--- src/design/dtsu_pkg.sv ---
// Shared types, constants and helpers of the density target stencil update block
`timescale 1ns / 1ps
package dtsu_pkg;

   // Q1.FRAC_BITS densities and targets
   localparam int FRAC_BITS = 16;
   localparam int VAL_W     = FRAC_BITS + 1;
   localparam int SUM_W     = VAL_W + 1;
   localparam logic [VAL_W-1:0] ONE = VAL_W'(1) << FRAC_BITS;

   localparam int TILE_W = 6;
   localparam int CMD_W  = 2;
   localparam int DIM_W  = 7;

   localparam int GRID_X_MAX_DEF = 64;
   localparam int GRID_Y_MAX_DEF = 64;

   localparam int CSR_DATA_W = 32;
   localparam int CSR_ADDR_W = 5;
   localparam int REG_IDX_W  = 3;

   localparam logic [CMD_W-1:0] CMD_LOAD   = 2'd0;
   localparam logic [CMD_W-1:0] CMD_INIT   = 2'd1;
   localparam logic [CMD_W-1:0] CMD_UPDATE = 2'd2;

   localparam logic [REG_IDX_W-1:0] REG_DENS_FLOOR        = 3'd0;
   localparam logic [REG_IDX_W-1:0] REG_DENS_CAP          = 3'd1;
   localparam logic [REG_IDX_W-1:0] REG_STEP_LIMIT        = 3'd2;
   localparam logic [REG_IDX_W-1:0] REG_FILL_MARGIN       = 3'd3;
   localparam logic [REG_IDX_W-1:0] REG_GRADIENT_HEADROOM = 3'd4;
   localparam logic [REG_IDX_W-1:0] REG_GRID_WIDTH        = 3'd5;
   localparam logic [REG_IDX_W-1:0] REG_GRID_HEIGHT       = 3'd6;

   // neighbor slots in the in-grid mask
   localparam int NBR_EAST  = 0;
   localparam int NBR_WEST  = 1;
   localparam int NBR_SOUTH = 2;
   localparam int NBR_NORTH = 3;
   localparam int NBR_N     = 4;

   typedef struct packed {
      logic [CMD_W-1:0]  cmd;
      logic [TILE_W-1:0] tile_x;
      logic [TILE_W-1:0] tile_y;
      logic [VAL_W-1:0]  density;
      logic [NBR_N-1:0]  nbr_ok;
   } item_type;

   // saturated and clamped register values as the datapath uses them
   typedef struct packed {
      logic [VAL_W-1:0] dens_floor;
      logic [VAL_W-1:0] dens_cap;
      logic [VAL_W-1:0] step_limit;
      logic [VAL_W-1:0] fill_margin;
      logic [VAL_W-1:0] gradient_headroom;
      logic [VAL_W-1:0] floor_target;
      logic [DIM_W-1:0] grid_width;
      logic [DIM_W-1:0] grid_height;
   } cfg_type;

   function automatic logic [VAL_W-1:0] sat_frac(input logic [VAL_W-1:0] v);
      return (v > ONE) ? ONE : v;
   endfunction

endpackage

--- src/design/dtsu_csr.sv ---
// Configuration registers with APB-style access and saturated views for the datapath
`timescale 1ns / 1ps
module dtsu_csr import dtsu_pkg::*; #(
   parameter int GRID_X_MAX = GRID_X_MAX_DEF,
   parameter int GRID_Y_MAX = GRID_Y_MAX_DEF
) (
   input  logic                  clock,
   input  logic                  reset,
   input  logic                  psel,
   input  logic                  penable,
   input  logic                  pwrite,
   input  logic [CSR_ADDR_W-1:0] paddr,
   input  logic [CSR_DATA_W-1:0] pwdata,
   output logic [CSR_DATA_W-1:0] prdata,
   output logic                  pready,
   output cfg_type               cfg
);

   logic [VAL_W-1:0] dens_floor_ff, dens_floor_in;
   logic [VAL_W-1:0] dens_cap_ff, dens_cap_in;
   logic [VAL_W-1:0] step_limit_ff, step_limit_in;
   logic [VAL_W-1:0] fill_margin_ff, fill_margin_in;
   logic [VAL_W-1:0] gradient_headroom_ff, gradient_headroom_in;
   logic [DIM_W-1:0] grid_width_ff, grid_width_in;
   logic [DIM_W-1:0] grid_height_ff, grid_height_in;

   logic                 wr;
   logic [REG_IDX_W-1:0] reg_idx;
   logic [SUM_W-1:0]     base_sum;

   function automatic logic [DIM_W-1:0] clamp_dim(input logic [DIM_W-1:0] v, input int hi);
      if (v == '0) begin
         return DIM_W'(1);
      end
      if (int'(v) > hi) begin
         return DIM_W'(hi);
      end
      return v;
   endfunction

   assign pready  = 1'b1;
   assign wr      = psel & penable & pwrite & pready;
   assign reg_idx = paddr[CSR_ADDR_W-1:2];

   always_comb begin
      dens_floor_in        = dens_floor_ff;
      dens_cap_in          = dens_cap_ff;
      step_limit_in        = step_limit_ff;
      fill_margin_in       = fill_margin_ff;
      gradient_headroom_in = gradient_headroom_ff;
      grid_width_in        = grid_width_ff;
      grid_height_in       = grid_height_ff;
      if (wr) begin
         unique case (reg_idx)
            REG_DENS_FLOOR:        dens_floor_in        = pwdata[VAL_W-1:0];
            REG_DENS_CAP:          dens_cap_in          = pwdata[VAL_W-1:0];
            REG_STEP_LIMIT:        step_limit_in        = pwdata[VAL_W-1:0];
            REG_FILL_MARGIN:       fill_margin_in       = pwdata[VAL_W-1:0];
            REG_GRADIENT_HEADROOM: gradient_headroom_in = pwdata[VAL_W-1:0];
            REG_GRID_WIDTH:        grid_width_in        = pwdata[DIM_W-1:0];
            REG_GRID_HEIGHT:       grid_height_in       = pwdata[DIM_W-1:0];
            default: ;
         endcase
      end
   end

   always_ff @(posedge clock) begin
      if (reset) begin
         dens_floor_ff        <= '0;
         dens_cap_ff          <= ONE;
         step_limit_ff        <= '0;
         fill_margin_ff       <= '0;
         gradient_headroom_ff <= '0;
         grid_width_ff        <= DIM_W'(64);
         grid_height_ff       <= DIM_W'(64);
      end else begin
         dens_floor_ff        <= dens_floor_in;
         dens_cap_ff          <= dens_cap_in;
         step_limit_ff        <= step_limit_in;
         fill_margin_ff       <= fill_margin_in;
         gradient_headroom_ff <= gradient_headroom_in;
         grid_width_ff        <= grid_width_in;
         grid_height_ff       <= grid_height_in;
      end
   end

   always_comb begin
      unique case (reg_idx)
         REG_DENS_FLOOR:        prdata = CSR_DATA_W'(dens_floor_ff);
         REG_DENS_CAP:          prdata = CSR_DATA_W'(dens_cap_ff);
         REG_STEP_LIMIT:        prdata = CSR_DATA_W'(step_limit_ff);
         REG_FILL_MARGIN:       prdata = CSR_DATA_W'(fill_margin_ff);
         REG_GRADIENT_HEADROOM: prdata = CSR_DATA_W'(gradient_headroom_ff);
         REG_GRID_WIDTH:        prdata = CSR_DATA_W'(grid_width_ff);
         REG_GRID_HEIGHT:       prdata = CSR_DATA_W'(grid_height_ff);
         default:               prdata = '0;
      endcase
   end

   always_comb begin
      cfg.dens_floor        = sat_frac(dens_floor_ff);
      cfg.dens_cap          = sat_frac(dens_cap_ff);
      cfg.step_limit        = sat_frac(step_limit_ff);
      cfg.fill_margin       = sat_frac(fill_margin_ff);
      cfg.gradient_headroom = sat_frac(gradient_headroom_ff);
      cfg.grid_width        = clamp_dim(grid_width_ff, GRID_X_MAX);
      cfg.grid_height       = clamp_dim(grid_height_ff, GRID_Y_MAX);
      // floor target: density floor plus fill margin, capped at the density cap
      base_sum = SUM_W'(cfg.dens_floor) + SUM_W'(cfg.fill_margin);
      if (base_sum > SUM_W'(cfg.dens_cap)) begin
         cfg.floor_target = cfg.dens_cap;
      end else begin
         cfg.floor_target = base_sum[VAL_W-1:0];
      end
   end

endmodule

--- config.mk ---
export PLATFORM = sky130hd
export DESIGN_NAME = dtsu_csr
export DESIGN_NICKNAME = d
export VERILOG_FILES = /design/src/design/dtsu_pkg.sv /design/src/design/dtsu_csr.sv
export SDC_FILE = /design/constraint.sdc
export NUM_CORES = 1
export LEC_CHECK = 0
export BUFFER_PORTS_ARGS = -buffer_cell sky130_fd_sc_hd__buf_2
export CAP_MARGIN = 20
export CORE_MARGIN = 3
export CORE_UTILIZATION = 57
export DETAILED_ROUTE_END_ITERATION = 7
export GPL_TIMING_DRIVEN = 0
export PLACE_DENSITY = 0.95
export SLEW_MARGIN = 15
export SYNTH_ARGS = -nofsm -noshare
export SYNTH_HDL_FRONTEND = slang
export SYNTH_SLANG_ARGS = --single-unit
--- constraint.sdc ---
create_clock -name clock -period 14.7 [get_ports clock]
set_clock_uncertainty 0.15 [all_clocks]
set_input_delay 4.41 -clock clock [delete_from_list [all_inputs] [get_ports clock]]
set_output_delay 4.41 -clock clock [all_outputs]
set_load 0.01 [all_outputs]
; ---- Word-level counts from Yosys, hierarchy flattened
; Index checks and enable logic that the tools add are counted.
[op_classes]
addsub = 1
order_cmp = 8
eq_ne = 6
n_mux = 21
bitwise_logic = 2
reduce_logical = 10
[ops]
columns = operator, count
row1 = 17-bit one-hot mux with 7 select lines, 1
row2 = 17-bit 2-to-1 mux, 6
row3 = "17-bit > comparator, second input constant", 5
row4 = 7-bit 2-to-1 mux, 8
row5 = 17-bit by 17-bit adder with 18-bit output, 1
row6 = 18-bit by 17-bit > comparator with 1-bit output, 1
row7 = "7-bit > comparator, second input constant", 2
row8 = 7-bit logical NOT, 2
row9 = 2-bit AND reduction, 7
row10 = "3-bit equality test, second input constant", 3
row11 = "3-bit by 2-bit equality test with 1-bit output, second input constant", 2
row12 = 1-bit 2-to-1 mux, 6
row13 = "3-bit by 1-bit equality test with 1-bit output, second input constant", 1
row14 = 3-bit logical NOT, 1
row15 = 1-bit AND, 2
[word_totals]
reg_bits = 99
output_inout_bits = 149
wordCells = 55

; ---- Depth between registers and ports, before layout
; Gate-level depths: netlist of run 1.
[depth]
ltp_word = 5
depth_mapped = 20

; ---- Least setup slack after synthesis of run 1
; OpenSTA, ideal clock, no wires.
[synth_path]
path_type = input-to-output
from = input port paddr[3]
to = output port prdata[6]
t_arrival_ns = 5.703
required_ns = 10.140
slack_ns = 4.437
cell_stages = 6
n_path_buf = 3
path_cell_list = buf_2 > buf_2 > buf_2 > mux2i_1 > o21ai_0 > mux2_2
[synth_via]
elab_chain_len = 2
word_cells_on_any_way = 8
cone_classes = eq/ne (6) / mux (1) / reduce/logical (1)
[synth_lines]
columns = element, line_no
row1 = start: declaration, dtsu_csr.sv:12  ; input logic [CSR_ADDR_W-1:0] paddr,
row2 = 3-bit equality test (tied with other cells), dtsu_csr.sv:88  ; unique case (reg_idx)
row3 = 17-bit one-hot mux with 7 select lines *, dtsu_csr.sv:88
row4 = end: declaration, dtsu_csr.sv:14  ; output logic [CSR_DATA_W-1:0] prdata,
; Mark *: on every way between the ends. The rest lies on a longest branch, timed or not.

; ---- Worst setup path in the final report of run 1
[layout_path]
from = input port paddr[3]
to = output port prdata[14]
; The elaborated chain is that of the path after synthesis.

==> flow_summary.json, run 1 <==
{
  "grt_pass1_vias": 6653,
  "global_route_met2_usage_pct": 53.2,
  "final.hold.worst_slack_ns": 0.345,
  "path_depth": 8,
  "critical_path.max_fanout": 10,
  "ant_nets": 0,
  "flop_and_latch_count_out_of_synthesis": 99,
  "setup-violations-final": 0,
  "clock_tree.htree_level_count": 3,
  "portBuffers": 155,
  "number_of_flops_mapped_to_enable_cells_by_yosys": 0,
  "antenna_found_initial": 0,
  "layout-drive-gt1-share_pct": 22.7,
  "max_slew_margin_pct": 25.6,
  "layout_nets": 1134,
  "drc_errors": 0,
  "worstMarginPinSlew_ns": 1.11,
  "cts_setup_buffers": 0,
  "category_of_the_most_critical_setup_path": "in -> out",
  "grt_overflow_total": 0,
  "r2r.worst_path.cells": 2,
  "worst_path_most_repeated_cell": "sky130_fd_sc_hd__buf_2",
  "global_route.usage.total_pct": 33.6,
  "chipHeight_um": 114,
  "die_area_um2": 13000,
  "arrival_time_of_the_worst_setup_path_ns": 6.51,
  "worstSetupStartpointType": "primary input",
  "routedWlPerCell_um": 18.5,
  "detailed_routing_iterations_pass_1": 8,
  "hpwlAfterDp_mm": 16.9,
  "areaGrowthSynthToFinish_pct": 19.2,
  "die_x_um": 114,
  "layout_min_cycle_time_ns": 11.07,
  "global_route_wire_length_before_repair_mm": 34.9,
  "vdd_ir_drop_max_mv": 0.0690,
  "hold_depth": 2,
  "critical_path.n_buffers_inverters": 5,
  "synth.distinct_cells": 58,
  "synth-warning-count": 0,
  "cts_made_buffers": 9,
  "busiest_layer": "met2",
  "synth_flop_cell": "sky130_fd_sc_hd__dfxtp_1",
  "post-route-period-util_pct": 75.3,
  "antenna_cells": 0,
  "ctsLongestPathBuffers": 2,
  "fp-row-count": 38,
  "hold_path.class": "reg -> reg",
  "hold_violation_total_from_the_final_report": 0,
  "io-pin-count": 191,
  "grt_util_met1_pct": 45.6,
  "cts_hold_buf": 0,
  "clkTransAtPathRegs_ns": 0.06,
  "gpl_congestion": 0.982,
  "clock_sink_count": 99,
  "finalPower_w": 0.000554,
  "synth.avg_cell_area_um2": 7.60,
  "setup_total_negative_slack_ns": 0,
  "ys_async_sr_fraction_pct": 0,
  "postRouteWirelength_mm": 22.3,
  "critPathTopFamily": "buffers and inverters",
  "hp-start": "gradient_headroom_ff[8]",
  "seq_area_frac_synth_pct": 29.7,
  "power.density_cell_area_nw_per_um2": 69.7,
  "syn-cell-area_um2": 6670,
  "insertion_delay_ns": 0.34,
  "average_vias_per_placed_instance": 6.08,
  "reg2reg_launch_point": "dens_cap_ff[16]",
  "tritoncts": "yes",
  "max-cap-violations": 0,
  "grt.met3_usage_pct": 7.77,
  "synth_instances": 877,
  "leakagePower_nw": 3.66,
  "critical_path_source": "paddr[3]",
  "grt_max_degree": 18,
  "worst_path_slowest_cell": "sky130_fd_sc_hd__nor2_1",
  "max_clock_freq_mhz": 90.3,
  "cp_cell_sequence": "buf_2 > buf_2 > buf_2 > clkbuf_1 > nor2_1 > nand2_1 > o21ai_0 > buf_2",
  "grt_setup_unrepaired": "false",
  "cts-root-buf": "sky130_fd_sc_hd__clkbuf_16",
  "crit_path_max_incr_delay_ns": 0.68,
  "start_util_pct": 59.9,
  "outcome": "finished clean",
  "core-area_um2": 11100,
  "critical_path.endpoint_type": "primary output",
  "worst_ep_required_time_ns": 10.14,
  "finalMaxSlewViolations": 0,
  "post_cts_resized": 0,
  "drt_iter0_markers": 977,
  "vias": 7309
}
==> area by class of cell <==
class | instances | area [µm²]
multi-input cells | 686 | 4240
fillers | 874 | 3180
flip-flops and latches | 99 | 1980
repair buffers | 155 | 776
plain buffers | 66 | 350
clock buffers | 10 | 229
well taps | 140 | 175
inverters | 40 | 150
clock inverters | 6 | 48.8
==> layer usage <==
layer	part of all wire [%]	wire, µm	vias up
met3	14	3020	76
li1	-	-	3326
met2	45	9990	561
met4	3.0	666	0
met5	0	0	-
met1	39	8620	3346
==> power by group <==
part / internal, W / leakage [nW] / switching (W) / total [W]
registers: 0.000270 / 0.798 / 0.00000292 / 0.000273
clock network: 0.000116 / 0.126 / 0.000107 / 0.000224
logic: 0.0000207 / 2.73 / 0.0000369 / 0.0000576
total: 0.000407 / 3.66 / 0.000147 / 0.000554
==> cells by family (layout without fill, tap and decap cells) <==
| group | after synthesis | count (layout) | synth area share, % |
|---|---|---|---|
| AOI/OAI and AO/OA | 181 | 181 | 16.2 |
| and+or+nand+nor | 386 | 386 | 26.7 |
| xor gates and xnor gates | 13 | 13 | 1.71 |
| buffers and inverters | 106 | 277 | 7.50 |
| muxes | 55 | 55 | 11.4 |
| adders and majority gates | 35 | 35 | 6.68 |
| DFF | 99 | 99 | 29.7 |
| other | 2 | 16 | 0.113 |
==> cell usage in the layout, fill, tap and decap left out, drive strengths merged, types with 4 or more instances in the layout <==
cell    instances
a211oi          4
a21o            6
a21oi         104
a22oi           8
a41oi           4
buf           177
clkbuf         54
conb           16
dfxtp          99
ha             34
inv            41
mux2           22
mux2i          21
mux4           12
nand2         218
nand3           4
nand4           7
nor2           37
nor2b          80
nor3            7
nor4           21
o211ai          4
o21a            4
o21ai          29
xnor2           8
xor2            5
==> per-stage QoR <==
step / instances / instance area [µm²] / setup WS [ns] / util, %
6_report: 1202 / 7950 / 3.63 / 71.5
5_1_grt: 1202 / 7950 / 3.55 / 71.5
4_1_cts: 1202 / 7950 / 3.69 / 71.5
3_5_place_dp: 1186 / 7670 / 3.72 / 69.0
3_3_place_gp: 1186 / 7670 / 3.76 / 69.0
2_1_floorplan: 891 / 6720 / 4.44 / -
==> synthesized netlist by cell type (all sizes together), types with 7 or more instances <==
cell	number	area, µm²
buf	22	165
a22oi	8	60.1
nand2	218	818
xnor2	8	70.1
mux2i	21	210
nand4	7	43.8
mux4	12	270
dfxtp	99	1980
nor2b	80	500
nor3	7	35.0
inv	39	146
ha	34	425
nor4	21	138
o21ai	29	145
nor2	37	139
a21oi	104	524
mux2	22	282
clkbuf	44	185
==> tightest hold or removal path: cells and delay by family (launching register included) <==
kind | cells | cell delay, ns
AND/OR/NAND/NOR | 1 | 0.06
AO/OA/AOI/OAI | 1 | 0.05
flip-flops | 1 | 0.33
==> worst paths after layout <==
| kind | slack [ns] | endpoint |
|---|---|---|
| max | 3.63 | prdata[14] |
| min | 0.34 | gradient_headroom_ff[8] |
| max reg2reg | 13.46 | dens_cap_ff[16] |
| min reg2reg | 0.34 | gradient_headroom_ff[8] |
==> sequential cells by signal (all words and copies together) (netlist names) <==
| register | flops |
|---|---|
| fill_margin_ff | 17 |
| gradient_headroom_ff | 17 |
| dens_cap_ff | 17 |
| grid_width_ff | 7 |
| dens_floor_ff | 17 |
| step_limit_ff | 17 |
| grid_height_ff | 7 |
Note: power is estimated with default switching activity, not from simulation.
==> inputs of run 2 (changes only) <==
Settings changed: CORE_UTILIZATION 57 to 53, PLACE_DENSITY 0.95 to 0.9.
Clock period 14.7 ns to 11.6 ns, I/O delays scaled along.
==> run 2 against run 1 <==
  * Sequential power increased by 27%
  * Clock-buffer cell count increased by 2
  * Clock power increased by 44%
  * Hold slack improved by 0.0040 ns
  * Sequential share of layout area decreased by 0.26 points
  * Cell count increased by 2.4%
  * Routed wire length decreased by 2.5%
  * Critical path depth increased by 12
  * Sequential cell count unchanged
  * First-iteration DRC count decreased by 15%
  * Die area increased by 7.1%
  * Via count decreased by 2.1%
==> flow_summary.json, run 2 (same netlist as run 1, synthesis figures left out) <==
{
  "outcome": "finished clean",
  "antenna_found_initial": 0,
  "r2r.worst_path.cells": 2,
  "met3_wirelength_mm": 2.74,
  "placed_cell_area_um2": 7710,
  "hold_violation_total_from_the_final_report": 0,
  "setup_total_negative_slack_ns": 0,
  "chipHeight_um": 118,
  "clock_tree.htree_level_count": 3,
  "gpl_congestion": 0.981,
  "cts-root-buf": "sky130_fd_sc_hd__clkbuf_16",
  "post_cts_resized": 0,
  "areaGrowthSynthToFinish_pct": 20.5,
  "category_of_the_most_critical_setup_path": "reg -> out",
  "vias": 7157,
  "critical_path.max_fanout": 10,
  "antenna_cells": 0,
  "setup-violations-final": 0,
  "global_route_wire_length_before_repair_mm": 34.2,
  "io-pin-count": 191,
  "clock_sink_count": 99,
  "final_cell_mix": "sky130_fd_sc_hd__nand2_1, sky130_fd_sc_hd__buf_2, sky130_fd_sc_hd__a21oi_1, sky130_fd_sc_hd__dfxtp_1, sky130_fd_sc_hd__nor2b_1",
  "critPathTopFamily": "compound AO/OA/AOI/OAI gates",
  "grt_setup_unrepaired": "false",
  "arrival_time_of_the_worst_setup_path_ns": 5.88,
  "detailed_routing_iterations_pass_1": 6,
  "cts_made_buffers": 9,
  "layout_min_cycle_time_ns": 9.51,
  "final.fill_count": 1038,
  "drc_errors": 0,
  "crit_path_max_incr_delay_ns": 0.52,
  "dpl.cell_count": 1214,
  "grt_max_degree": 16,
  "core-area_um2": 12200,
  "ant_nets": 0,
  "ctsLongestPathBuffers": 2,
  "final_cell_area_um2": 8030,
  "cts_hold_buf": 0,
  "die_area_um2": 14000,
  "max_clock_freq_mhz": 105,
  "rr_endpoint": "dens_cap_ff[16]",
  "max-cap-violations": 0,
  "layout_commonest_cell": "sky130_fd_sc_hd__nand2_1",
  "reg2reg_launch_point": "dens_cap_ff[16]",
  "cts_setup_buffers": 0,
  "postRouteWirelength_mm": 21.7,
  "cp_cell_sequence": "nor4_1 > a41oi_1 > nor2b_1 > ha_1 > o21a_1 > o21ai_0 > nor2_1 > and4_1 > a311o_1 > xor2_1 > ha_1 > nand4_1 > nor3_1 > nand2b_1 > o21ai_0 > a221o_1 > o211ai_4 > buf_12 > mux2_4 > buf_2",
  "hold_path.class": "reg -> reg",
  "tritoncts": "yes",
  "vdd_ir_drop_max_mv": 0.0895,
  "layout_nets": 1135,
  "grt_overflow_total": 0,
  "finalMaxSlewViolations": 0,
  "start_util_pct": 54.8,
  "critical_path.endpoint": "cfg[24]",
  "dr.max_layer_used": "met4",
  "critical_path_source": "dens_floor_ff[11]",
  "clkTransAtPathRegs_ns": 0.07,
  "drt_iter0_markers": 834,
  "worstMarginPinSlew_ns": 0.996,
  "die_x_um": 118,
  "routedWlPerCell_um": 17.7,
  "worst_ep_required_time_ns": 7.97,
  "final.hold.worst_slack_ns": 0.349,
  "leakagePower_nw": 3.69,
  "worstSetupStartpointType": "flip-flop",
  "critical_path.endpoint_type": "primary output",
  "worst_path_slowest_cell": "sky130_fd_sc_hd__a41oi_1",
  "power.density_cell_area_nw_per_um2": 92.1,
  "fp-row-count": 40,
  "insertion_delay_ns": 0.33,
  "slack_of_the_worst_reg_to_reg_path_ns": 10.34,
  "portBuffers": 155,
  "layout-drive-gt1-share_pct": 22.7,
  "grt_pass1_vias": 6613,
  "final_cells": 1231,
  "path_depth": 20,
  "hpwlAfterDp_mm": 16.9,
  "average_vias_per_placed_instance": 5.81,
  "drt-met1-wl_mm": 8.76,
  "post-route-period-util_pct": 82.0,
  "global_route.usage.total_pct": 30.2,
  "critical_path.n_buffers_inverters": 2,
  "route.met2.wl_mm": 9.69,
  "max_slew_margin_pct": 32.7
}
-- run 2: changes by cell type in the layout (fill, tap and decap cells not counted) --
| cell | change |
|---|---|
| sky130_fd_sc_hd__clkinvlp_4 | -3 |
| sky130_fd_sc_hd__bufinv_16 | +2 |
| sky130_fd_sc_hd__inv_6 | -2 |
| sky130_fd_sc_hd__clkbuf_1 | +1 |
| sky130_fd_sc_hd__clkbuf_2 | +1 |
| sky130_fd_sc_hd__clkbuf_8 | +1 |
| sky130_fd_sc_hd__clkinv_2 | +1 |
-- run 2: worst min path at each step --
stage,cells past startpoint,to,from
2_1_floorplan,2,fill_margin_ff[1],fill_margin_ff[1]
3_3_place_gp,2,gradient_headroom_ff[8],gradient_headroom_ff[8]
3_5_place_dp,2,gradient_headroom_ff[8],gradient_headroom_ff[8]
4_1_cts,2,gradient_headroom_ff[8],gradient_headroom_ff[8]
5_1_grt,2,gradient_headroom_ff[8],gradient_headroom_ff[8]
6_report,2,gradient_headroom_ff[13],gradient_headroom_ff[13]
-- run 2: stage by stage --
stage	setup WS (ns)	total power (W)	utilization, %
final	2.09	0.000740	66.0
after global routing	1.75	0.000763	66.0
after CTS	2.07	0.000737	66.0
after detailed placement	2.46	0.000423	63.4
after global placement	2.53	0.000422	63.4
after floorplan	3.20	0.000397	-
-- run 2: worst register-to-register path: stages, from the launching register on --
cell and delay [ns]:
sky130_fd_sc_hd__dfxtp_1 0.46, sky130_fd_sc_hd__clkinv_1 0.30, sky130_fd_sc_hd__o211ai_1 0.27
-- run 2: layer usage --
layer  global-route usage, %  vias to the layer above
met2                    47.7                      521
met1                    42.2                     3250
met4                    9.82                        0
li1                        -                     3326
met5                       0                        -
met3                    4.88                       60
-- run 2: cell type report --
| class | instances | area [µm²] | area share [%] |
|---|---|---|---|
| inverters | 40 | 150 | 1.87 |
| repair buffers | 156 | 781 | 9.72 |
| clock inverters | 4 | 73.8 | 0.919 |
| clock buffers | 12 | 246 | 3.07 |
| plain buffers | 66 | 350 | 4.36 |
| multi-input cells | 686 | 4240 | 52.8 |
| flip-flops and latches | 99 | 1980 | 24.7 |
| well taps | 168 | 210 | 2.62 |
-- run 2: report_power, final --
group	total (W)	internal [W]	switching [W]
Combinational	0.0000720	0.0000262	0.0000458
Clock	0.000322	0.000195	0.000127
Sequential	0.000346	0.000342	0.00000362
