`src/design/dtsu_pkg.sv`:
```
// Shared types, constants and helpers of the density target stencil update block
`timescale 1ns / 1ps
package dtsu_pkg;

   // Q1.FRAC_BITS densities and targets
   localparam int FRAC_BITS = 16;
   localparam int VAL_W     = FRAC_BITS + 1;
   localparam int SUM_W     = VAL_W + 1;
   localparam logic [VAL_W-1:0] ONE = VAL_W'(1) << FRAC_BITS;

   localparam int TILE_W = 6;
   localparam int CMD_W  = 2;
   localparam int DIM_W  = 7;

   localparam int GRID_X_MAX_DEF = 64;
   localparam int GRID_Y_MAX_DEF = 64;

   localparam int CSR_DATA_W = 32;
   localparam int CSR_ADDR_W = 5;
   localparam int REG_IDX_W  = 3;

   localparam logic [CMD_W-1:0] CMD_LOAD   = 2'd0;
   localparam logic [CMD_W-1:0] CMD_INIT   = 2'd1;
   localparam logic [CMD_W-1:0] CMD_UPDATE = 2'd2;

   localparam logic [REG_IDX_W-1:0] REG_DENS_FLOOR        = 3'd0;
   localparam logic [REG_IDX_W-1:0] REG_DENS_CAP          = 3'd1;
   localparam logic [REG_IDX_W-1:0] REG_STEP_LIMIT        = 3'd2;
   localparam logic [REG_IDX_W-1:0] REG_FILL_MARGIN       = 3'd3;
   localparam logic [REG_IDX_W-1:0] REG_GRADIENT_HEADROOM = 3'd4;
   localparam logic [REG_IDX_W-1:0] REG_GRID_WIDTH        = 3'd5;
   localparam logic [REG_IDX_W-1:0] REG_GRID_HEIGHT       = 3'd6;

   // neighbor slots in the in-grid mask
   localparam int NBR_EAST  = 0;
   localparam int NBR_WEST  = 1;
   localparam int NBR_SOUTH = 2;
   localparam int NBR_NORTH = 3;
   localparam int NBR_N     = 4;

   typedef struct packed {
      logic [CMD_W-1:0]  cmd;
      logic [TILE_W-1:0] tile_x;
      logic [TILE_W-1:0] tile_y;
      logic [VAL_W-1:0]  density;
      logic [NBR_N-1:0]  nbr_ok;
   } item_type;

   // saturated and clamped register values as the datapath uses them
   typedef struct packed {
      logic [VAL_W-1:0] dens_floor;
      logic [VAL_W-1:0] dens_cap;
      logic [VAL_W-1:0] step_limit;
      logic [VAL_W-1:0] fill_margin;
      logic [VAL_W-1:0] gradient_headroom;
      logic [VAL_W-1:0] floor_target;
      logic [DIM_W-1:0] grid_width;
      logic [DIM_W-1:0] grid_height;
   } cfg_type;

   function automatic logic [VAL_W-1:0] sat_frac(input logic [VAL_W-1:0] v);
      return (v > ONE) ? ONE : v;
   endfunction

endpackage

```
`src/design/dtsu_front.sv`:
```
// Front end: accepts items, drops ignored ones, marks in-grid neighbors, queues the rest
`timescale 1ns / 1ps
module dtsu_front import dtsu_pkg::*; (
   input  logic              clock,
   input  logic              reset,
   input  logic              push,
   output logic              full,
   input  logic [CMD_W-1:0]  cmd,
   input  logic [TILE_W-1:0] tile_x,
   input  logic [TILE_W-1:0] tile_y,
   input  logic [VAL_W-1:0]  density_in,
   input  cfg_type           cfg,
   output item_type          head,
   output logic              head_valid,
   input  logic              head_pop
);

   localparam int Q_DEPTH = 2;

   item_type   q_ff [Q_DEPTH];
   logic       wr_ptr_ff, wr_ptr_in;
   logic       rd_ptr_ff, rd_ptr_in;
   logic [1:0] count_ff, count_in;

   item_type   cls;
   logic       cls_ok;
   logic       enq;
   logic       deq;

   always_comb begin
      cls.cmd     = cmd;
      cls.tile_x  = tile_x;
      cls.tile_y  = tile_y;
      cls.density = sat_frac(density_in);
      cls.nbr_ok[NBR_EAST]  = (DIM_W'(tile_x) + DIM_W'(1)) < cfg.grid_width;
      cls.nbr_ok[NBR_WEST]  = tile_x != '0;
      cls.nbr_ok[NBR_SOUTH] = (DIM_W'(tile_y) + DIM_W'(1)) < cfg.grid_height;
      cls.nbr_ok[NBR_NORTH] = tile_y != '0;
      // drop the unused command and tiles outside the grid in use
      cls_ok = (cmd == CMD_LOAD || cmd == CMD_INIT || cmd == CMD_UPDATE)
               && (DIM_W'(tile_x) < cfg.grid_width)
               && (DIM_W'(tile_y) < cfg.grid_height);
   end

   assign full       = count_ff == 2'(Q_DEPTH);
   assign head_valid = count_ff != '0;
   assign head       = q_ff[rd_ptr_ff];
   assign enq        = push & ~full & cls_ok;
   assign deq        = head_pop & head_valid;

   always_comb begin
      wr_ptr_in = enq ? ~wr_ptr_ff : wr_ptr_ff;
      rd_ptr_in = deq ? ~rd_ptr_ff : rd_ptr_ff;
      count_in  = count_ff + 2'(enq) - 2'(deq);
   end

   always_ff @(posedge clock) begin
      if (reset) begin
         wr_ptr_ff <= 1'b0;
         rd_ptr_ff <= 1'b0;
         count_ff  <= '0;
      end else begin
         wr_ptr_ff <= wr_ptr_in;
         rd_ptr_ff <= rd_ptr_in;
         count_ff  <= count_in;
      end
   end

   always_ff @(posedge clock) begin
      if (enq) begin
         q_ff[wr_ptr_ff] <= cls;
      end
   end

endmodule

```
`config.mk`:
```
export PLATFORM = sky130hd
export DESIGN_NAME = dtsu_front
export DESIGN_NICKNAME = d
export VERILOG_FILES = /design/src/design/dtsu_pkg.sv /design/src/design/dtsu_front.sv
export SDC_FILE = /design/constraint.sdc
export NUM_CORES = 1
export LEC_CHECK = 0
export ABC_AREA = 1
export BUFFER_PORTS_ARGS = -buffer_cell sky130_fd_sc_hd__buf_2
export CAP_MARGIN = 10
export CORE_MARGIN = 8
export CORE_UTILIZATION = 50
export CTS_CLUSTER_DIAMETER = 150
export DETAILED_ROUTE_END_ITERATION = 12
export PLACE_DENSITY_LB_ADDON = 0.05
export SLEW_MARGIN = 20
export SYNTH_ARGS = -nofsm -noshare
export SYNTH_HDL_FRONTEND = slang
export SYNTH_SLANG_ARGS = --single-unit
```
`constraint.sdc`:
```
create_clock -name clock -period 5.3 [get_ports clock]
set_input_delay 1.325 -clock clock [delete_from_list [all_inputs] [get_ports clock]]
set_output_delay 1.325 -clock clock [all_outputs]
set_load 0.01 [all_outputs]
```
After elaboration in Yosys (flattened, before gate mapping)
Memories as Yosys holds them, arrays and structs flattened. A register that Yosys moved wholly into a read port is not among the register bits.
Cells that the tools add are included.
{ "word_totals": {"ram_bits": 70, "mem_count": 1, "register_bits": 4, "wordCells": 35} }
{ "op_classes": {"addsub": 4, "muxes": 5, "eq_ne": 3, "bitwise": 6, "reduce_logical": 8, "order_cmp": 5} }
{ "mem_list": {"columns": ["name", "depth", "word_bits", "read_ports", "rd_clocked_by_memory_dff", "write_ports", "line_no", "text"], "rows": [
  ["q_ff", 2, 35, 1, 1, 1, "dtsu_front.sv:20", "item_type q_ff [Q_DEPTH];"]
]} }
{ "ops": {"columns": ["operator", "n"], "rows": [
  ["$gt A17 B17 Y1 const B", 1],
  ["$mux W17", 1],
  ["$add A6 B1 Y7 const B", 2],
  ["$lt A6 B7 Y1", 2],
  ["$lt A7 B7 Y1", 2],
  ["$reduce_bool A6 Y1", 2],
  ["$eq A2 B2 Y1 const B", 2],
  ["$mux W1", 4],
  ["$and A1 B1 Y1", 3],
  ["$not A1 Y1", 3],
  ["$add A2 B1 Y2", 1],
  ["$eq A2 B1 Y1 const B", 1],
  ["$logic_and A1 B1 Y1", 2],
  ["$logic_not A2 Y1", 1],
  ["$logic_or A1 B1 Y1", 2],
  ["$reduce_bool A2 Y1", 1],
  ["$sub A2 B1 Y2", 1]
]} }

Logic depth before layout (Yosys ltp)
Gate-level depths: netlist of run 1.
{ "depth": {"depth_word": 8, "depth_mapped": 16, "mapped_depth_nobuf": 16} }

Worst setup path after synthesis of run 1
No wires, ideal clock.
{ "synth_path": {"path_kind": "input port to flip-flop", "from": "input cfg[9] in the netlist's numbering", "to": "memory q_ff[0][0] in the netlist's numbering, enable pin", "t_required_ns": 4.873, "setup_ns": 0.427, "t_arrival_ns": 3.572, "cell_stages": 7, "path_buffers": 0, "slack_ns": 1.301, "path_cell_list": "inv_1 > ha_1 > a21oi_1 > a21oi_1 > nor2_1 > nand2_1 > nor2_1"} }
{ "synth_via": {"elab_chain_cells": 6} }
{ "synth_lines": {"columns": ["element", "line_no", "text"], "rows": [
  ["start: declaration", "dtsu_front.sv:12", "input cfg_type cfg,"],
  ["$lt A6 B7 Y1", "dtsu_front.sv:41", "&& (DIM_W'(tile_x) < cfg.grid_width)"],
  ["$logic_and A1 B1 Y1", "dtsu_front.sv:41", null],
  ["$logic_and A1 B1 Y1", "dtsu_front.sv:42", "&& (DIM_W'(tile_y) < cfg.grid_height);"],
  ["$and A1 B1 Y1", "dtsu_front.sv:48", "assign enq = push & ~full & cls_ok;"],
  ["$mux W1", "dtsu_front.sv:70", "if (enq) begin"],
  ["$mux W1 (not written as such)", "dtsu_front.sv:71", "q_ff[wr_ptr_ff] <= cls;"],
  ["end: declaration", "dtsu_front.sv:20", null]
]} }
Every way passes these cells.

Final worst setup path of run 1
{ "layout_path": {"from": "input tile_x[2]", "to": "memory q_ff[0][10] in the netlist's numbering, enable pin"} }
{ "layout_via": {"elab_chain_cells": 6} }
{ "layout_lines": {"columns": ["element", "line_no", "text"], "rows": [
  ["start: declaration", "dtsu_front.sv:9", "input logic [TILE_W-1:0] tile_x,"],
  ["$lt A6 B7 Y1", "dtsu_front.sv:41", null],
  ["$logic_and A1 B1 Y1", "dtsu_front.sv:41", null],
  ["$logic_and A1 B1 Y1", "dtsu_front.sv:42", null],
  ["$and A1 B1 Y1", "dtsu_front.sv:48", null],
  ["$mux W1", "dtsu_front.sv:70", null],
  ["$mux W1 (not written as such)", "dtsu_front.sv:71", null]
]} }
Every way passes these cells.

==> flow_metrics.py, run 1 <==
metrics = {
    "route": {
        "antenna_left": 0,
        "routedWlPerCell_um": 14.4,
        "drt_iter0_drc": 75,
        "drc": 0,
        "wl_um": 7200,
        "num_vias": 2389,
        "vias_per_cell": 4.78,
        "first_pass_iters": 4,
    },
    "setup_path": {
        "critical-path-max-stage-delay_ps": 800,
        "crit_buf_inv": 1,
        "path_cells": "buf_2, ha_1, a21oi_1, a21oi_1, nor2_1, nand2_1, nor2_4",
        "crit_fanout": 35,
        "crit_family": "simple AND/OR/NAND/NOR gates",
        "critPathKind": "input port to flip-flop",
        "critPathMostFrequentCell": "a21oi_1",
        "critPathSlowestCell": "nor2_4",
        "crit_cells": 7,
        "cp.arrival_ps": 3200,
        "worstPathRequired_ps": 5260,
        "crit_path_end_kind": "flip-flop",
        "reg2reg_depth": 7,
        "startpoint_type": "input port",
    },
    "synthesis": {
        "syn_area_per_cell_um2": 12.3,
        "synth_seq_cells": 75,
        "synthesis.area_um2": 3760,
        "synth_fp_nets": 485,
        "synthCells": 306,
        "ys_types": 24,
        "seq_area_frac_synth": 0.586,
        "yosysTopAreaCell": "edfxtp_1",
        "yosysWarningCount": 0,
        "synth_top_cell_area_share": 0.559,
        "netlist_top_cells_area": "edfxtp_1 (56%), mux2_2 (10%), ha_1 (9.3%)",
    },
    "timing": {
        "setup-violations-final": 0,
        "skew_ps": 9.31,
        "fin_ws_ps": 2060,
        "final_hold_viol_count": 0,
        "clock.fmax_mhz": 309,
        "rsz0062_at_grt": "no",
        "finalSetupTns_ps": 0,
        "drv_slew": 0,
        "holdWs_ps": 452,
        "relSlewSlack": 0.312,
        "period_share": 0.611,
        "tightestPinTransition_ps": 1030,
        "fin_crit_ps": 3240,
    },
    "floorplanning": {
        "die_width_um": 103,
        "initial_utilization": 0.518,
        "dieHeight_um": 103,
        "coreArea_um2": 7250,
        "rows": 31,
        "dieArea_um2": 10600,
        "io_pins": 188,
    },
    "final_layout": {
        "utilization": 0.623,
        "num_antenna_cells": 0,
        "layout.nets": 576,
        "drive_above_1_share": 0.379,
        "layoutNonFillerInstCount": 500,
        "syn_to_final_growth_pct": 20.2,
    },
    "clock_network": {
        "postCtsHoldBufs": 0,
        "cts_resized": 0,
        "cts_setup_buffers": 0,
        "cts_root_buf": "clkbuf_8",
        "cts_tree": "built",
        "htree_num_levels": 3,
        "cts_buffers": 9,
        "cts_num_sinks": 75,
        "clk_latency_ps": 340,
        "clk_pin_slew_ps": 70,
        "clk_path_buf_depth": 2,
    },
    "placement": {
        "pre_cts_slack_ps": 1680,
        "dp_cells": 485,
        "io_buffers": 85,
        "gp_congestion": 0.796,
        "dpl.hpwl_um": 5280,
    },
    "global_route": {
        "first_global_vias": 2502,
        "grt_util_all_layers": 0.141,
        "grt_max_degree": 36,
        "grt_overflow_total": 0,
        "antenna_found_initial": 0,
        "grt_pass1_wl_um": 11400,
    },
    "min_path": {
        "hold_class": "flip-flop to flip-flop",
        "hold_path_depth": 1,
    },
    "power_and_ir_drop": {
        "p_leak_nw": 1.98,
        "ir_drop_mv": 0.250,
        "powerDensity_nw_per_um2": 364,
    },
    "job": {
        "max-cap-violations": 0,
    },
    "outcome": {
        "status": "finished clean",
    },
}
-- metal layers --
metal / GRT usage / wire length (um) / up-vias
li1: - / - / 1227
met4: 0.0609 / 89 / 0
met3: 0.0351 / 495 / 8
met1: 0.192 / 3550 / 1085
met2: 0.210 / 3060 / 69
met5: 0 / 0 / -
-- final cells by class --
| type | instances | area (um2) |
|---|---|---|
| Tap cell | 99 | 124 |
| Clock buffer | 9 | 124 |
| Fill cell | 630 | 2730 |
| Clock inverter | 6 | 115 |
| Timing Repair Buffer | 86 | 433 |
| Multi-Input combinational cell | 174 | 1330 |
| Sequential cell | 75 | 2200 |
| Inverter | 51 | 191 |
-- state kept, by name, summed over array words and instances, names as in the netlist, named ones only --
| name | cells |
|---|---|
| rd_ptr_ff | 1 |
| wr_ptr_ff | 1 |
| count_ff | 2 |
| q_ff | 70 |
-- cell usage after synthesis --
cell type  instances
nor4_2             1
nor2_1            22
nand3b_1           2
or2_2              1
buf_2              4
edfxtp_1          70
dfxtp_1            5
inv_1             50
ha_1              28
a21oi_1           16
nor3b_1            2
o21a_4             1
clkbuf_1           1
buf_12             1
xnor2_1            1
nand2_1           28
o21ai_0            4
nor2_4             1
nand3_1           11
nor2_2             9
nand4_1            4
inv_2              1
mux2_2            35
xor2_1             8
-- layout by cell type, fill, tap and decap left out, types with 2 or more instances in the layout --
| cell type | n |
|---|---|
| xor2_1 | 8 |
| o21ai_0 | 4 |
| clkinv_4 | 2 |
| nand3b_1 | 2 |
| nor3b_1 | 2 |
| nand3_1 | 11 |
| buf_2 | 85 |
| nor2_2 | 9 |
| nand2_1 | 28 |
| bufinv_16 | 3 |
| dfxtp_1 | 4 |
| nor2_1 | 21 |
| edfxtp_1 | 70 |
| nand4_1 | 4 |
| a21oi_1 | 16 |
| mux2_2 | 35 |
| clkbuf_8 | 9 |
| nor2_4 | 2 |
| inv_1 | 50 |
| ha_1 | 28 |
-- cells by family after synthesis --
group,Yosys count,synth area share
AOI/OAI and AO/OA,21,0.0306
xor gates and xnor gates,9,0.0210
adders and majority gates,28,0.0932
buffers and inverters,57,0.0626
DFF,75,0.586
muxes,35,0.105
and+or+nand+nor,81,0.102
-- power by group --
part	switching, mW	total, mW	leakage [nW]	internal, mW
Combinational	0.195	0.377	1.18	0.182
Clock	0.200	0.511	0.115	0.311
Sequential	0.0465	0.758	0.681	0.712
-- stage by stage --
step,instance area (um2),total power [mW]
CTS,4520,1.67
global placement,4280,1.15
global route,4520,1.74
floorplan,3760,1.01
detailed placement,4280,1.16
finish,4520,1.65
-- final timing paths --
kind / start / endpoint / slack [ps]
setup / recovery: tile_x[2] / q_ff[0][10] / 2060
hold / removal: rd_ptr_ff / flip-flop / 450
setup reg to reg: count_ff[1] / q_ff[0][10] / 3200
hold reg to reg: rd_ptr_ff / flip-flop / 450
Note: power is estimated with default switching activity, not from simulation.
==> run 2, diff against run 1 <==
--- a/config.mk
+++ b/config.mk
@@ -5,11 +5,11 @@
 export SDC_FILE = /design/constraint.sdc
 export NUM_CORES = 1
 export LEC_CHECK = 0
-export ABC_AREA = 1
+export ABC_AREA = 0
 export BUFFER_PORTS_ARGS = -buffer_cell sky130_fd_sc_hd__buf_2
 export CAP_MARGIN = 10
 export CORE_MARGIN = 8
-export CORE_UTILIZATION = 50
+export CORE_UTILIZATION = 41
 export CTS_CLUSTER_DIAMETER = 150
 export DETAILED_ROUTE_END_ITERATION = 12
 export PLACE_DENSITY_LB_ADDON = 0.05
==> constraint.sdc (replaced) <==
create_clock -name clock -period 2.8 [get_ports clock]
set_input_delay 0.7 -clock clock [delete_from_list [all_inputs] [get_ports clock]]
set_output_delay 0.7 -clock clock [all_outputs]
set_load 0.01 [all_outputs]
==> run 2 against run 1 <==
Die area grew 15%. Sequential power rose by 87%. Highest routed layer unchanged. Hold slack improved by 71 ps. Largest power group unchanged. Sequential share of layout area shrank 1.1 points.
==> flow_metrics.py, run 2 <==
metrics = {
    "outcome": {
        "status": "finished clean",
    },
    "timing": {
        "tightestPinTransition_ps": 814,
        "relSlewSlack": 0.450,
        "fin_ws_ps": 221,
        "skew_ps": 8.24,
        "final_hold_viol_count": 0,
        "rsz0062_at_grt": "no",
        "setup-violations-final": 0,
        "period_share": 0.921,
        "fin_crit_ps": 2580,
        "clock.fmax_mhz": 388,
        "drv_slew": 0,
    },
    "setup_path": {
        "startpoint_type": "input port",
        "crit_fanout": 2,
        "cp-startpoint": "cfg[12]",
        "reg2reg_depth": 11,
        "path_cells": "buf_2, inv_1, ha_1, a221o_1, a2111oi_2, o311a_2, inv_1, ha_1, inv_1, ha_1, xor2_1, and2_1, nor3_1",
        "crit_path_end_kind": "flip-flop",
        "r2r-start": "count_ff[1]",
        "r2r_end": "count_ff[1]",
        "critPathCapture": "count_ff[1]",
        "critPathSlowestCell": "a221o_1",
        "critical-path-max-stage-delay_ps": 330,
        "critPathKind": "input port to flip-flop",
        "cp.arrival_ps": 2840,
        "worst-r2r-setup-slack_ps": 480,
        "worstPathRequired_ps": 3060,
    },
    "synthesis": {
        "synth_fp_nets": 436,
        "synthMuxAreaShare": 0.112,
        "synth_top_cell_area_share": 0.579,
        "yosysTopAreaCell": "edfxtp_1",
        "synth-simple-area-share": 0.0910,
        "synth_xor_area_frac": 0.0241,
        "ys_types": 28,
        "synth_compound_area_frac": 0.0431,
        "seq_area_frac_synth": 0.607,
        "synthCells": 257,
        "synth_edf_count": 70,
        "synth_top_family_by_area": "multiplexers",
        "synth_seq_cells": 75,
        "ys_top_cells_by_count": "edfxtp_1 (70), mux2_2 (35), ha_1 (28)",
        "post-synth-top-count-cell": "edfxtp_1",
        "yosysWarningCount": 0,
        "synthAdderAreaFrac": 0.0965,
        "netlist_top_cells_area": "edfxtp_1 (58%), mux2_2 (11%), ha_1 (9.7%)",
        "ys.flop_type": "edfxtp_1",
        "synthesis.area_um2": 3630,
        "synthArstFlopShare": 0,
        "syn_area_per_cell_um2": 14.1,
    },
    "power_and_ir_drop": {
        "switchingPower_mw": 0.895,
        "p_int_mw": 2.34,
        "power.share.combinational": 0.285,
        "p_seq_frac": 0.439,
        "ir_drop_mv": 0.320,
        "switching_share": 0.277,
        "p_leak_nw": 1.93,
        "powerDensity_nw_per_um2": 699,
        "p_clk_frac": 0.276,
    },
    "final_layout": {
        "num_antenna_cells": 0,
        "n_fill_cell": 792,
        "reg.largest.list": "q_ff x70, count_ff x2",
        "largest_register": "q_ff",
        "final_cell_mix": "buf_2 (85), edfxtp_1 (70), mux2_2 (35)",
        "syn_to_final_growth_pct": 27.4,
        "largest_reg_flops": 70,
        "utilization": 0.536,
        "layout_commonest_cell": "buf_2",
        "layout.nets": 549,
        "drive_above_1_share": 0.435,
    },
    "clock_network": {
        "clk_path_buf_depth": 2,
        "cts_setup_buffers": 0,
        "cts_num_sinks": 75,
        "cts_tree": "built",
        "htree_num_levels": 3,
        "postCtsHoldBufs": 0,
        "cts_root_buf": "clkbuf_8",
        "cts_resized": 0,
        "clk_latency_ps": 340,
        "cts_buffers": 9,
        "clk_pin_slew_ps": 70,
    },
    "floorplanning": {
        "rows": 34,
        "dieArea_um2": 12100,
        "coreArea_um2": 8640,
        "die_width_um": 110,
        "dieHeight_um": 110,
        "io_pins": 188,
        "initial_utilization": 0.420,
    },
    "global_route": {
        "first_global_vias": 2478,
        "grt_pass1_wl_um": 11800,
        "grt_overflow_total": 0,
        "grt_max_degree": 24,
        "antenna_found_initial": 0,
        "grt_util_all_layers": 0.127,
    },
    "placement": {
        "pre_cts_slack_ps": -158,
        "gp_congestion": 0.723,
        "dpl.hpwl_um": 5540,
        "io_buffers": 85,
    },
    "route": {
        "antenna_left": 0,
        "first_pass_iters": 4,
        "routedWlPerCell_um": 15.1,
        "drt_iter0_drc": 81,
        "wl_um": 7280,
        "drc": 0,
        "num_vias": 2353,
        "vias_per_cell": 4.87,
    },
    "min_path": {
        "hold_class": "flip-flop to flip-flop",
        "hold_path_depth": 2,
    },
    "job": {
        "max-cap-violations": 0,
    },
}
run 2: cell count changes in the layout (fill, tap and decap cells not counted), sizes merged, moves of 9 or more:
cell	previous run	this run
inv	51	22
nor2b	0	23
nand2	28	9
nor2	32	6
buf	86	107
a21oi	16	7
run 2: worst max-delay path, delay by kind of cell:
family                   cells  cell delay (ps)
buffers and inverters        4              220
AO/OA/AOI/OAI                3              910
XOR/XNOR                     1              140
adder cells (fa/ha/maj)      3              610
AND/OR/NAND/NOR              2              260
run 2: kinds of logic (layout without fill, tap and decap cells):
kind of cell | Yosys count | count (layout)
compound gates | 23 | 23
xor+xnor | 10 | 10
fa+ha+maj | 28 | 28
simple gates | 59 | 59
flops | 75 | 75
mux | 36 | 36
buf+inv | 26 | 144
run 2: metal layers:
metal  vias up  track usage  routed length [um]  part of all wire
met1      1108        0.164                3360              0.46
li1       1170            -                   -                 -
met4         0       0.0428                  58            0.0080
met3         8       0.0430                 510             0.070
met2        67        0.195                3350              0.46
met5         -            0                   0                 0
run 2: per-stage QoR:
step | area [um2] | std cells | total power, mW | hold slack (ps) | TNS, ps
CTS | 4630 | 483 | 3.29 | 522 | 0
global route | 4630 | 483 | 3.43 | 547 | 0
floorplan | 3640 | 257 | 1.98 | 481 | 0
finish | 4630 | 483 | 3.24 | 523 | 0
global placement | 4410 | 467 | 2.39 | 503 | -142
detailed placement | 4410 | 467 | 2.39 | 512 | -158
run 2: power by group through the flow:
stage / Clock [mW] / Combinational (mW) / Sequential (mW)
2_1_floorplan: 0 / 0.576 / 1.41
3_3_place_gp: 0 / 0.942 / 1.44
3_5_place_dp: 0 / 0.943 / 1.45
4_1_cts: 0.919 / 0.949 / 1.42
5_1_grt: 0.971 / 1.03 / 1.44
6_report: 0.892 / 0.923 / 1.42
run 2: layout make-up:
| type | instances | area, um2 | area share |
|---|---|---|---|
| clock buffer | 10 | 128 | 0.0276 |
| multi-input combinational | 156 | 1340 | 0.289 |
| sequential | 75 | 2200 | 0.476 |
| clock inverter | 6 | 88.8 | 0.0192 |
| inverter | 21 | 78.8 | 0.0170 |
| tap | 108 | 135 | 0.0292 |
| timing repair buffer | 107 | 653 | 0.141 |
run 2: worst min-delay path by stage:
stage	slack [ps]	to	from
floorplan	480	flip-flop	rd_ptr_ff
detailed placement	510	count_ff[1]	count_ff[1]
CTS	520	count_ff[1]	count_ff[1]
global route	550	count_ff[1]	count_ff[1]
global placement	500	rd_ptr_ff	rd_ptr_ff
finish	520	flip-flop	rd_ptr_ff
==> run 3, diff against run 2 <==
--- a/config.mk
+++ b/config.mk
@@ -6,12 +6,12 @@
 export NUM_CORES = 1
 export LEC_CHECK = 0
 export ABC_AREA = 0
-export BUFFER_PORTS_ARGS = -buffer_cell sky130_fd_sc_hd__buf_2
 export CAP_MARGIN = 10
 export CORE_MARGIN = 8
-export CORE_UTILIZATION = 41
+export CORE_UTILIZATION = 56
 export CTS_CLUSTER_DIAMETER = 150
 export DETAILED_ROUTE_END_ITERATION = 12
+export DONT_BUFFER_PORTS = 1
 export PLACE_DENSITY_LB_ADDON = 0.05
 export SLEW_MARGIN = 20
 export SYNTH_ARGS = -nofsm -noshare
==> constraint.sdc (replaced) <==
create_clock -name clock -period 2.2 [get_ports clock]
set_input_delay 0.55 -clock clock [delete_from_list [all_inputs] [get_ports clock]]
set_output_delay 0.55 -clock clock [all_outputs]
set_load 0.01 [all_outputs]
==> run 3 against run 2 <==
The flow now finishes with violations (setup timing). Utilization increased by 14 points. Clock skew up 0.86 ps. Via count fell by 11%.
==> flow_metrics.py, run 3 (same netlist as run 2, synthesis figures left out) <==
metrics = {
    "setup_path": {
        "r2r_end": "count_ff[1]",
        "worstPathRequired_ps": 2470,
        "startpoint_type": "input port",
        "cp-startpoint": "cfg[12]",
        "reg2reg_depth": 11,
        "r2r-start": "count_ff[1]",
        "critPathKind": "input port to flip-flop",
        "worst-r2r-setup-slack_ps": 30,
        "crit_fanout": 2,
        "cp.arrival_ps": 2480,
        "crit_path_end_kind": "flip-flop",
    },
    "final_layout": {
        "reg.largest.list": "q_ff x70, count_ff x2",
        "utilization": 0.672,
        "drive_above_1_share": 0.333,
        "final_cell_mix": "edfxtp_1 (70), mux2_2 (35), ha_1 (23)",
        "num_antenna_cells": 0,
        "largest_register": "q_ff",
        "largest_reg_flops": 70,
        "layout_commonest_cell": "edfxtp_1",
        "layout.nets": 465,
        "syn_to_final_growth_pct": 16.8,
    },
    "timing": {
        "period_share": 1.00,
        "fin_ws_ps": -6.81,
        "skew_ps": 9.10,
        "drv_slew": 0,
        "setup-violations-final": 1,
        "tightestPinTransition_ps": 906,
        "relSlewSlack": 0.388,
        "clock.fmax_mhz": 453,
        "fin_crit_ps": 2210,
        "final_hold_viol_count": 0,
        "rsz0062_at_grt": "yes",
    },
    "floorplanning": {
        "rows": 29,
        "initial_utilization": 0.575,
        "coreArea_um2": 6310,
        "die_width_um": 96.5,
        "dieHeight_um": 96.5,
        "dieArea_um2": 9310,
        "io_pins": 188,
    },
    "power_and_ir_drop": {
        "ir_drop_mv": 0.652,
        "p_leak_nw": 1.60,
        "powerDensity_nw_per_um2": 913,
    },
    "min_path": {
        "hold_path_depth": 1,
        "min_to": "count_ff[0]",
        "hold_class": "input port to flip-flop",
        "min-delay-start": "reset",
    },
    "clock_network": {
        "cts_tree": "built",
        "postCtsHoldBufs": 0,
        "clk_pin_slew_ps": 80,
        "cts_root_buf": "clkbuf_8",
        "clk_path_buf_depth": 2,
        "cts_buffers": 9,
        "clk_latency_ps": 340,
        "htree_num_levels": 3,
        "cts_num_sinks": 75,
    },
    "placement": {
        "io_buffers": 0,
        "pre_cts_slack_ps": -381,
        "dpl.hpwl_um": 5240,
        "gp_congestion": 0.757,
    },
    "global_route": {
        "grt_max_degree": 30,
        "first_global_vias": 2171,
        "grt_util_all_layers": 0.159,
        "grt_overflow_total": 0,
        "grt_pass1_wl_um": 10900,
        "antenna_found_initial": 0,
    },
    "route": {
        "vias_per_cell": 5.69,
        "drt_iter0_drc": 85,
        "drc": 0,
        "num_vias": 2095,
        "routedWlPerCell_um": 19.5,
        "wl_um": 7170,
        "first_pass_iters": 4,
        "antenna_left": 0,
    },
    "outcome": {
        "status": "finished with violations",
        "violations": "setup timing",
    },
    "job": {
        "max-cap-violations": 0,
    },
}
run 3: cell count changes in the layout (fill, tap and decap cells not counted), sizes merged:
cell | before | now
clkbuf | 10 | 9
bufinv | 2 | 1
buf | 107 | 23
clkinvlp | 1 | 2
clkinv | 2 | 3
run 3: report_power, final:
part	leakage [nW]	switching (mW)	internal, mW
Sequential	0.681	0.0708	1.73
Combinational	0.820	0.530	0.492
Clock	0.0958	0.521	0.529
Total	1.60	1.12	2.75
run 3: worst max path at each step:
stage | slack, ps | to
2_1_floorplan | -320 | q_ff[0][0]
3_3_place_gp | -340 | count_ff[1]
3_5_place_dp | -380 | count_ff[1]
4_1_cts | 1 | count_ff[1]
5_1_grt | -80 | count_ff[1]
6_report | -7 | count_ff[1]
run 3: stage by stage:
stage / setup TNS, ps / cell area (um2) / std cells / hold slack, ps / total power, mW
2_1_floorplan: -19640 / 3730 / 257 / 481 / 2.57
4_1_cts: 0 / 4220 / 367 / 244 / 3.92
3_5_place_dp: -14530 / 4010 / 351 / 503 / 2.86
3_3_place_gp: -13240 / 4010 / 351 / 502 / 2.83
5_1_grt: -82.8 / 4240 / 368 / 236 / 4.09
6_report: -6.81 / 4240 / 368 / 261 / 3.87
run 3: per-layer routing:
metal	wire [um]	global-route usage	part of all wire	up-vias
met3	867	0.0781	0.12	8
met4	61	0.0454	0.0085	0
li1	-	-	-	1008
met1	3180	0.204	0.44	990
met5	0	0	0	-
met2	3070	0.232	0.43	89
run 3: final cells by class:
class | count | area, um2
flip-flops and latches | 75 | 2210
fillers | 458 | 2070
repair buffers | 23 | 210
inverters | 21 | 96.3
clock buffers | 9 | 124
clock inverters | 7 | 76.3
multi-input cells | 156 | 1430
well taps | 77 | 96.3
run 3: timing repair:
action,4_1_cts,5_1_grt
resized for setup,2,5
buffers inserted,0,1
endpoints found under the hold margin,0,0
setup endpoints to repair,1,1
cloned,0,0
pin swaps,0,3
run 3: critical path, stage by stage:
cell and delay (ps):
inv_12 20, ha_4 210, nor2b_4 120, nor2b_4 120, a2111oi_2 270, o311a_2 250
inv_2 50, ha_4 250, inv_2 40, ha_4 140, xor2_1 150, and2_1 150
nor3_2 160
